$ cat src/rtl/mck_pkg.sv
// Package with shared types, constants and the character code table of the Morse keyer.
`default_nettype none
package mck_pkg;

  localparam int TICK_BITS_DEF = 8;
  localparam int QDEPTH        = 2;

  // Register indexes of the configuration port
  localparam logic [2:0] REG_UNIT_TICKS   = 3'd0;
  localparam logic [2:0] REG_DASH_UNITS   = 3'd1;
  localparam logic [2:0] REG_LETTER_GAP   = 3'd2;
  localparam logic [2:0] REG_WORD_GAP     = 3'd3;
  localparam logic [2:0] REG_INVERT_LED   = 3'd4;

  // Register reset values
  localparam logic [7:0] UNIT_TICKS_RST   = 8'd24;
  localparam logic [2:0] DASH_UNITS_RST   = 3'd3;
  localparam logic [2:0] LETTER_GAP_RST   = 3'd5;
  localparam logic [2:0] WORD_GAP_RST     = 3'd2;
  localparam logic       INVERT_LED_RST   = 1'b0;

  // Input opcodes
  localparam logic OP_CHAR = 1'b0;
  localparam logic OP_TICK = 1'b1;

  // Character codes
  localparam logic [7:0] CH_SPACE  = 8'h20;
  localparam logic [7:0] CH_ZERO   = 8'h30;
  localparam logic [7:0] CH_NINE   = 8'h39;
  localparam logic [7:0] CH_UPPER_A = 8'h41;
  localparam logic [7:0] CH_UPPER_Z = 8'h5A;
  localparam logic [5:0] DIGIT_BASE = 6'd26;

  localparam int CODE_ENTRIES = 36;

  // Element count in [7:5], pattern in [4:0], first element at bit 4, 1 = dash
  localparam logic [7:0] CODE_TABLE [CODE_ENTRIES] = '{
    8'h48, 8'h90, 8'h94, 8'h70, 8'h20, 8'h84, 8'h78, 8'h80, 8'h40, 8'h8E,
    8'h74, 8'h88, 8'h58, 8'h50, 8'h7C, 8'h8C, 8'h9A, 8'h68, 8'h60, 8'h30,
    8'h64, 8'h82, 8'h6C, 8'h92, 8'h96, 8'h98,
    8'hBF, 8'hAF, 8'hA7, 8'hA3, 8'hA1, 8'hA0, 8'hB0, 8'hB8, 8'hBC, 8'hBE
  };

  typedef enum logic [1:0] {
    KIND_TICK,
    KIND_LETTER,
    KIND_SPACE,
    KIND_OTHER
  } item_kind_e;

  typedef struct packed {
    item_kind_e kind;
    logic [7:0] code;
  } item_t;

  typedef struct packed {
    logic [7:0] unit_ticks;
    logic [2:0] dash_units;
    logic [2:0] letter_gap_units;
    logic [2:0] word_gap_extra_units;
    logic       invert_led;
  } cfg_t;

endpackage
`default_nettype wire

$ cat src/rtl/mck_front.sv
// Front end: classify each input item and look up the letter code word.
`default_nettype none
module mck_front
  import mck_pkg::*;
(
  input  wire logic       op_i,
  input  wire logic [7:0] char_code_i,
  output item_t           item_o
);

  logic [5:0] idx;
  logic       is_letter;
  logic       is_digit;
  logic [7:0] ofs_letter;
  logic [7:0] ofs_digit;

  assign is_letter  = (char_code_i >= CH_UPPER_A) && (char_code_i <= CH_UPPER_Z);
  assign is_digit   = (char_code_i >= CH_ZERO) && (char_code_i <= CH_NINE);
  assign ofs_letter = char_code_i - CH_UPPER_A;
  assign ofs_digit  = char_code_i - CH_ZERO;

  always_comb begin
    idx         = is_letter ? ofs_letter[5:0] : (DIGIT_BASE + ofs_digit[5:0]);
    item_o.code = 8'd0;
    if (op_i == OP_TICK) begin
      item_o.kind = KIND_TICK;
    end else if (is_letter || is_digit) begin
      item_o.kind = KIND_LETTER;
      item_o.code = CODE_TABLE[idx];
    end else if (char_code_i == CH_SPACE) begin
      item_o.kind = KIND_SPACE;
    end else begin
      item_o.kind = KIND_OTHER;
    end
  end

endmodule
`default_nettype wire

$ cat src/rtl/mck_queue.sv
// Short queue of classified items between front end and back end.
`default_nettype none
module mck_queue
  import mck_pkg::*;
(
  input  wire logic  clk_i,
  input  wire logic  rst_ni,
  input  wire logic  push_i,
  input  item_t      item_i,
  output logic       full_o,
  input  wire logic  pop_i,
  output logic       valid_o,
  output item_t      item_o
);

  localparam int PTR_W = (QDEPTH > 1) ? $clog2(QDEPTH) : 1;
  localparam int CNT_W = $clog2(QDEPTH + 1);

  item_t            mem_q [QDEPTH];
  logic [PTR_W-1:0] wr_ptr_q, wr_ptr_d;
  logic [PTR_W-1:0] rd_ptr_q, rd_ptr_d;
  logic [CNT_W-1:0] count_q, count_d;

  assign full_o  = (count_q == CNT_W'(QDEPTH));
  assign valid_o = (count_q != '0);
  assign item_o  = mem_q[rd_ptr_q];

  always_comb begin
    wr_ptr_d = wr_ptr_q;
    rd_ptr_d = rd_ptr_q;
    count_d  = count_q;
    if (push_i) begin
      wr_ptr_d = (wr_ptr_q == PTR_W'(QDEPTH - 1)) ? '0 : wr_ptr_q + 1'b1;
    end
    if (pop_i) begin
      rd_ptr_d = (rd_ptr_q == PTR_W'(QDEPTH - 1)) ? '0 : rd_ptr_q + 1'b1;
    end
    case ({push_i, pop_i})
      2'b10:   count_d = count_q + 1'b1;
      2'b01:   count_d = count_q - 1'b1;
      default: count_d = count_q;
    endcase
  end

  always_ff @(posedge clk_i or negedge rst_ni) begin
    if (!rst_ni) begin
      wr_ptr_q <= '0;
      rd_ptr_q <= '0;
      count_q  <= '0;
    end else begin
      wr_ptr_q <= wr_ptr_d;
      rd_ptr_q <= rd_ptr_d;
      count_q  <= count_d;
    end
  end

  always_ff @(posedge clk_i) begin
    if (push_i) begin
      mem_q[wr_ptr_q] <= item_i;
    end
  end

endmodule
`default_nettype wire

$ cat src/rtl/mck_back.sv
// Back end: keyer timing state, result computation and output register.
`default_nettype none
module mck_back
  import mck_pkg::*;
#(
  parameter int TICK_BITS = TICK_BITS_DEF
) (
  input  wire logic  clk_i,
  input  wire logic  rst_ni,
  input  cfg_t       cfg_i,
  input  wire logic  item_valid_i,
  input  item_t      item_i,
  output logic       item_pop_o,
  output logic       out_valid_o,
  input  wire logic  out_ready_i,
  output logic       led_level_o,
  output logic       busy_res_o,
  output logic       rejected_o
);

  localparam int UW = (TICK_BITS > 8) ? TICK_BITS : 8;

  typedef enum logic [1:0] {
    PH_IDLE,
    PH_MARK,
    PH_ESPACE,
    PH_GAP
  } phase_e;

  typedef struct packed {
    logic [4:0] pattern;
    logic [2:0] elements;
    logic [2:0] units;
  } elem_t;

  phase_e               phase_q, phase_d;
  logic [TICK_BITS-1:0] tick_q, tick_d;
  logic [2:0]           units_q, units_d;
  logic [4:0]           pat_q, pat_d;
  logic [2:0]           elem_q, elem_d;
  logic                 out_valid_q;
  logic                 led_q, led_d;
  logic                 busy_q, busy_d;
  logic                 rej_q, rej_d;

  logic [UW-1:0]        u_ext;
  logic [UW-1:0]        lim_ext;
  logic [UW-1:0]        len_ext;
  logic [TICK_BITS:0]   t_inc;
  logic [2:0]           units_dec;
  logic [2:0]           gap_letter;
  elem_t                es_cur;
  elem_t                es_new;

  function automatic elem_t start_elem(logic [4:0] pat, logic [2:0] cnt, logic [2:0] dash);
    elem_t r;
    r.pattern  = {pat[3:0], 1'b0};
    r.elements = cnt - 3'd1;
    r.units    = pat[4] ? ((dash == 3'd0) ? 3'd1 : dash) : 3'd1;
    return r;
  endfunction

  assign u_ext      = UW'((cfg_i.unit_ticks == 8'd0) ? 8'd1 : cfg_i.unit_ticks);
  assign lim_ext    = UW'({TICK_BITS{1'b1}});
  assign len_ext    = (u_ext > lim_ext) ? lim_ext : u_ext;
  assign t_inc      = {1'b0, tick_q} + 1'b1;
  assign units_dec  = units_q - 3'd1;
  assign gap_letter = (cfg_i.letter_gap_units == 3'd0) ? 3'd0 : cfg_i.letter_gap_units - 3'd1;
  assign es_cur     = start_elem(pat_q, elem_q, cfg_i.dash_units);
  assign es_new     = start_elem(item_i.code[4:0], item_i.code[7:5], cfg_i.dash_units);

  // Pop whenever the output register is free or being drained
  assign item_pop_o = item_valid_i && (!out_valid_q || out_ready_i);

  always_comb begin
    phase_d = phase_q;
    tick_d  = tick_q;
    units_d = units_q;
    pat_d   = pat_q;
    elem_d  = elem_q;
    rej_d   = 1'b0;
    case (item_i.kind)
      KIND_LETTER, KIND_SPACE, KIND_OTHER: begin
        if (phase_q != PH_IDLE) begin
          rej_d = 1'b1;
        end else if (item_i.kind == KIND_LETTER) begin
          pat_d  = item_i.code[4:0];
          elem_d = item_i.code[7:5];
          if (item_i.code[7:5] != 3'd0) begin
            pat_d   = es_new.pattern;
            elem_d  = es_new.elements;
            units_d = es_new.units;
            tick_d  = '0;
            phase_d = PH_MARK;
          end
        end else if (item_i.kind == KIND_SPACE) begin
          tick_d = '0;
          if (cfg_i.word_gap_extra_units == 3'd0) begin
            phase_d = PH_IDLE;
            units_d = 3'd0;
          end else begin
            phase_d = PH_GAP;
            units_d = cfg_i.word_gap_extra_units;
          end
        end
      end
      KIND_TICK: begin
        if (phase_q != PH_IDLE) begin
          if (t_inc >= (TICK_BITS + 1)'(len_ext)) begin
            tick_d  = '0;
            units_d = units_dec;
            if (units_dec == 3'd0) begin
              case (phase_q)
                PH_MARK: begin
                  phase_d = PH_ESPACE;
                  units_d = 3'd1;
                end
                PH_ESPACE: begin
                  if (elem_q != 3'd0) begin
                    pat_d   = es_cur.pattern;
                    elem_d  = es_cur.elements;
                    units_d = es_cur.units;
                    phase_d = PH_MARK;
                  end else if (gap_letter == 3'd0) begin
                    phase_d = PH_IDLE;
                    units_d = 3'd0;
                  end else begin
                    phase_d = PH_GAP;
                    units_d = gap_letter;
                  end
                end
                default: begin
                  phase_d = PH_IDLE;
                  units_d = 3'd0;
                end
              endcase
            end
          end else begin
            tick_d = t_inc[TICK_BITS-1:0];
          end
        end
      end
      default: begin
        rej_d = 1'b0;
      end
    endcase
    led_d  = (phase_d == PH_MARK) ^ cfg_i.invert_led;
    busy_d = (phase_d != PH_IDLE);
  end

  always_ff @(posedge clk_i or negedge rst_ni) begin
    if (!rst_ni) begin
      phase_q     <= PH_IDLE;
      tick_q      <= '0;
      units_q     <= 3'd0;
      pat_q       <= 5'd0;
      elem_q      <= 3'd0;
      out_valid_q <= 1'b0;
    end else begin
      if (item_pop_o) begin
        phase_q     <= phase_d;
        tick_q      <= tick_d;
        units_q     <= units_d;
        pat_q       <= pat_d;
        elem_q      <= elem_d;
        out_valid_q <= 1'b1;
      end else if (out_ready_i) begin
        out_valid_q <= 1'b0;
      end
    end
  end

  always_ff @(posedge clk_i) begin
    if (item_pop_o) begin
      led_q  <= led_d;
      busy_q <= busy_d;
      rej_q  <= rej_d;
    end
  end

  assign out_valid_o = out_valid_q;
  assign led_level_o = led_q;
  assign busy_res_o  = busy_q;
  assign rejected_o  = rej_q;

  a_idle_no_units: assert property (@(posedge clk_i) disable iff (!rst_ni)
    (phase_q == PH_IDLE) |-> (units_q == 3'd0))
    else $error("idle phase with units left");

  a_mark_units: assert property (@(posedge clk_i) disable iff (!rst_ni)
    (phase_q == PH_MARK) |-> (units_q != 3'd0))
    else $error("mark phase with no units left");

  a_reject_busy: assert property (@(posedge clk_i) disable iff (!rst_ni)
    (out_valid_q && rej_q) |-> busy_q)
    else $error("rejected result while not busy");

  a_letter_starts: assert property (@(posedge clk_i) disable iff (!rst_ni)
    (item_pop_o && (item_i.kind == KIND_LETTER) && (phase_q == PH_IDLE))
      |=> (phase_q == PH_MARK))
    else $error("accepted letter did not start a mark");

endmodule
`default_nettype wire

$ cat src/rtl/morse_char_keyer.sv
// Top level of the Morse keyer: configuration registers and front/queue/back wiring.
// Result path: an accepted item is stored in the queue, then its result in the output register.
// Throughput: one item per cycle unless the result channel stalls; back end steps once per item.
// The input side keeps accepting while a result waits, until the two-entry queue fills.
// Reset: asynchronous active low; registers take their defaults, keyer idle, queue empty.
`default_nettype none
module morse_char_keyer
  import mck_pkg::*;
#(
  parameter int TICK_BITS = TICK_BITS_DEF
) (
  input  wire logic       clk_i,
  input  wire logic       rst_ni,
  // input item channel
  input  wire logic       in_valid_i,
  output logic            in_ready_o,
  input  wire logic       op_i,
  input  wire logic [7:0] char_code_i,
  // result channel
  output logic            out_valid_o,
  input  wire logic       out_ready_i,
  output logic            led_level_o,
  output logic            busy_res_o,
  output logic            rejected_o,
  // configuration write channel
  input  wire logic       cfg_valid_i,
  output logic            cfg_ready_o,
  input  wire logic [2:0] cfg_index_i,
  input  wire logic [7:0] cfg_data_i
);

  cfg_t  cfg_q;
  item_t front_item;
  item_t head_item;
  logic  q_full;
  logic  q_valid;
  logic  q_pop;
  logic  in_xfer;

  // Configuration writes are always taken; the user must send them only while the keyer is idle (not enforced here)
  assign cfg_ready_o = 1'b1;

  always_ff @(posedge clk_i or negedge rst_ni) begin
    if (!rst_ni) begin
      cfg_q.unit_ticks           <= UNIT_TICKS_RST;
      cfg_q.dash_units           <= DASH_UNITS_RST;
      cfg_q.letter_gap_units     <= LETTER_GAP_RST;
      cfg_q.word_gap_extra_units <= WORD_GAP_RST;
      cfg_q.invert_led           <= INVERT_LED_RST;
    end else if (cfg_valid_i) begin
      case (cfg_index_i)
        REG_UNIT_TICKS: cfg_q.unit_ticks           <= cfg_data_i;
        REG_DASH_UNITS: cfg_q.dash_units           <= cfg_data_i[2:0];
        REG_LETTER_GAP: cfg_q.letter_gap_units     <= cfg_data_i[2:0];
        REG_WORD_GAP:   cfg_q.word_gap_extra_units <= cfg_data_i[2:0];
        REG_INVERT_LED: cfg_q.invert_led           <= cfg_data_i[0];
        default: begin
          // drop writes to unmapped indexes
        end
      endcase
    end
  end

  // Hold off the input side only when the queue is full
  assign in_ready_o = !q_full;
  assign in_xfer    = in_valid_i && in_ready_o;

  // Classify the item and fetch its code word before it is queued
  mck_front u_front (
    .op_i        (op_i),
    .char_code_i (char_code_i),
    .item_o      (front_item)
  );

  // Decouple input acceptance from result backpressure
  mck_queue u_queue (
    .clk_i   (clk_i),
    .rst_ni  (rst_ni),
    .push_i  (in_xfer),
    .item_i  (front_item),
    .full_o  (q_full),
    .pop_i   (q_pop),
    .valid_o (q_valid),
    .item_o  (head_item)
  );

  // Advance the keyer timing one queued item per cycle unless the result channel stalls, and register the result
  mck_back #(
    .TICK_BITS (TICK_BITS)
  ) u_back (
    .clk_i        (clk_i),
    .rst_ni       (rst_ni),
    .cfg_i        (cfg_q),
    .item_valid_i (q_valid),
    .item_i       (head_item),
    .item_pop_o   (q_pop),
    .out_valid_o  (out_valid_o),
    .out_ready_i  (out_ready_i),
    .led_level_o  (led_level_o),
    .busy_res_o   (busy_res_o),
    .rejected_o   (rejected_o)
  );

endmodule
`default_nettype wire
$ cat config.mk
export PLATFORM = sky130hd
export DESIGN_NAME = morse_char_keyer
export DESIGN_NICKNAME = d
export VERILOG_FILES = /design/src/rtl/mck_pkg.sv /design/src/rtl/mck_front.sv /design/src/rtl/mck_queue.sv /design/src/rtl/mck_back.sv /design/src/rtl/morse_char_keyer.sv
export SDC_FILE = /design/constraint.sdc
export NUM_CORES = 1
export LEC_CHECK = 0
export ABC_AREA = 1
export ABC_CLOCK_PERIOD_IN_PS = 2800
export BUFFER_PORTS_ARGS = -buffer_cell sky130_fd_sc_hd__buf_4
export CORE_MARGIN = 1
export CORE_UTILIZATION = 55
export CTS_CLUSTER_DIAMETER = 40
export DETAILED_ROUTE_END_ITERATION = 12
export PLACE_DENSITY = 0.81
export SYNTH_ARGS = -nofsm -noshare
export SYNTH_HDL_FRONTEND = slang
export SYNTH_SLANG_ARGS = --single-unit
$ cat constraint.sdc
create_clock -name clk_i -period 2.8 [get_ports clk_i]
set_clock_uncertainty 0.05 [all_clocks]
set_input_delay 0.14 -clock clk_i [delete_from_list [all_inputs] [get_ports clk_i]]
set_output_delay 0.14 -clock clk_i [all_outputs]
set_load 0.02 [all_outputs]
==> results.txt <==
RePlAce Congestion -> 0.9175
H-tree lvl count -> 3
cells on worst reg2reg path -> 23
Clock Sinks -> 67
first-pass GRT wire length -> 17.92 mm
Synth cell types -> 52
syn nets -> 640
remaining antenna violation count -> 0
Max Root-Sink Buffers -> 2
fraction of registers with async set/reset -> 65.67%
Ys Warns -> 0
Root Driver -> clkbuf_8
largest net degree at the start of global routing -> 45
# DRC -> 0
post-synthesis sequential area ratio -> 39.05%
Die Footprint -> 8753 um2
CTS clock-pin slew for the worst setup and hold paths -> 90 ps
reg2reg setup slack -> -210 ps
Buffers on Ports -> 29
worst-margin pin slew -> 550.1 ps
final instance area -> 5584 um2
HP Class -> input pin to flip-flop
# rows -> 33
RR Endpoint -> u_back.led_level_o
failing checks -> setup timing
Final Worst Setup Slack -> -212.7 ps
RSZ-0062 raised after global routing -> true
fin crit share -> 107.6%
critical path fanouts, max -> 4
GRT Overall Usage -> 26.30%
CP endpoint kind -> flip-flop
pwr/cell area -> 843.5 nW/um2
Non-Filler Instances -> 749
Req. time, crit path -> 2870 ps
Top FF cell, synth -> dfrtp_1
1st-iter DRT viols -> 243
drt wl/cell -> 15.79 um
CTS tree -> built
total number of vias -> 4,177
Final Total Pwr -> 4.710 mW
WL final -> 11.82 mm
status -> finished, violations left
Nets -> 704
hold path depth -> 3
Vias/cell -> 5.577
most frequent cells in the layout -> 110 x nand2_1, 72 x inv_1, 52 x buf_4
layout cells sized above 1 -> 23.14%
Area growth syn-to-layout -> 21.11%
Layout Utilization -> 68.30%
TNS Setup -> -926.2 ps
drt first pass iters -> 5
fmax -> 331.9 MHz
Syn Std Cell Area -> 4611 um2
placed cells -> 713
standby leakage power -> 2.611 nW
core area -> 8175 um2
initial antenna violation count -> 0
final setup vio count -> 12
Filler cells -> 633
placed cell areas -> 5002 um2
I/O Pins -> 31
Die Ht -> 93.56 um
hpwl dp -> 7.821 mm
Synth Instances -> 575
flops & latches, synth -> 67
vias in the first global route -> 3,941
Rel. slew slack -> 62.74%
GRT overflow -> 0
Fin. Hold Viols -> 0
WP data arrival -> 3080 ps
reg2reg start -> u_back.tick_q[1]
min-delay src -> cfg_data_i[6]
average size of a mapped cell -> 8.019 um2
antenna cell count -> 0
CTS buffer count -> 9
Worst Path Class, Setup -> flip-flop to flip-flop
MaxCap Viol Count -> 0
Hold Crit Endpoint -> cfg_q[16]
worst vdd ir -> 584.0 uV
number of synthesized flops with an enable pin -> 23
initial core utilization -> 56.40%
most common cell after layout, fill and taps aside -> nand2_1
Die W -> 93.56 um
Final Max Tran Viols -> 0
clock latency at the later pin of the worst-skew pair -> 360 ps
final worst path period need -> 3013 ps
startpoint types -> flip-flop
[cell usage after synthesis, types with 3 or more instances]
cell        n  area, um2
o211ai_1    5      37.54
o21ai_0    47      235.2
inv_2       6      22.52
inv_1      78      292.8
nand2_1   122      457.9
o21ai_1     8      40.04
nor3_1      3      15.01
dfstp_2     7      183.9
ha_1       40      500.5
or2_2       5      31.28
edfxtp_1   23      690.7
nor2_2      3      18.77
a211oi_1    3      22.52
o221ai_1    3      26.28
a31oi_1     3      18.77
clkbuf_1    4      15.01
o22ai_1     5      31.28
nand3_2     3      30.03
xor2_1     12      105.1
mux2i_1     6      60.06
a21oi_1    29      145.1
nor2_1     54      202.7
dfrtp_1    37      925.9
nand3_1    29      145.1
[layer usage]
| metal | vias to the layer above | routed length, um | track usage, % |
|---|---|---|---|
| met5 | - | 0 | 0 |
| met4 | 0 | 293 | 9.744 |
| met2 | 161 | 6052 | 46.20 |
| li1 | 2027 | - | - |
| met1 | 1954 | 4808 | 31.95 |
| met3 | 35 | 668 | 4.959 |
[worst max path at each step]
stage	slack (ps)	end	depth (start not counted)	from
floorplan	40	u_back.elem_q[2]	11	u_queue.rd_ptr_q
CTS	-20	u_back.led_level_o	20	u_back.tick_q[1]
finish	-210	u_back.led_level_o	23	u_back.tick_q[1]
global placement	80	u_back.led_level_o	20	u_back.tick_q[0]
global route	-300	u_back.led_level_o	21	u_back.tick_q[1]
detailed placement	-140	u_back.led_level_o	20	u_back.tick_q[1]
[final cells by class]
class | instances | area [um2] | area share [%]
clock buffer | 10 | 137.6 | 2.465
tap | 105 | 131.4 | 2.353
inverter | 85 | 324.1 | 5.803
timing repair buffer | 62 | 494.2 | 8.851
sequential | 67 | 1800 | 32.24
clock inverter | 6 | 38.79 | 0.6946
multi-input combinational | 414 | 2658 | 47.59
[power by group]
part	internal [mW]	switching, mW	total, mW
clock network	0.345	0.408	0.753
logic	0.938	1.51	2.45
registers	1.34	0.171	1.51
total	2.62	2.09	4.71
[worst max-delay path, stage by stage (launching register included)]
cell and delay, ps:
dfrtp_1 400, inv_2 60, nor3_2 160, inv_1 90, nor2_2 170, inv_2 70, nor2_4 140, buf_4 120
or2_4 110, inv_2 40, ha_4 270, nand2_2 60, inv_2 70, nand3_2 100, nor2_2 150, nor2_4 70
nand3_2 90, nand3_2 100, nand2_2 80, nand2_2 60, nor2_4 130, nand2_1 70, nand2_1 60, nand2_1 50
[logic make-up (layout without fill, tap and decap cells)]
| kind of cell | after synthesis | in the layout | share of synthesized area [%] |
|---|---|---|---|
| mux | 6 | 6 | 1.303 |
| compound gates | 118 | 118 | 14.98 |
| flops | 67 | 67 | 39.05 |
| fa+ha+maj | 40 | 40 | 10.85 |
| buf+inv | 94 | 163 | 8.114 |
| xor+xnor | 16 | 16 | 3.365 |
| simple gates | 233 | 233 | 22.25 |
| other cells | 1 | 1 | 0.08133 |
[state kept, by name (all words and copies together) (netlist names), 2 cells and up]
| signal | flops |
|---|---|
| u_back.elem_q | 3 |
| u_queue.mem_q | 20 |
| u_back.pat_q | 5 |
| u_back.units_q | 3 |
| u_back.phase_q | 2 |
| u_queue.count_q | 2 |
| u_back.tick_q | 8 |
| cfg_q | 18 |
[timing repair]
item / CTS / global route
setup endpoints to repair: 4 / 20
hold buffers: 7 / 0
endpoints found under the hold margin: 43 / 0
gates resized for setup: 7 / 56
pin swaps: 4 / 18
buffers inserted: 3 / 10
[through the flow]
step                hold WS [ps]  setup slack [ps]
global route               35.38            -299.1
detailed placement         124.0            -139.1
CTS                        15.14            -15.05
finish                     35.44            -212.7
global placement           118.8             82.82
floorplan                 -205.6             38.36
No activity file was read; power rests on OpenSTA's default activity.
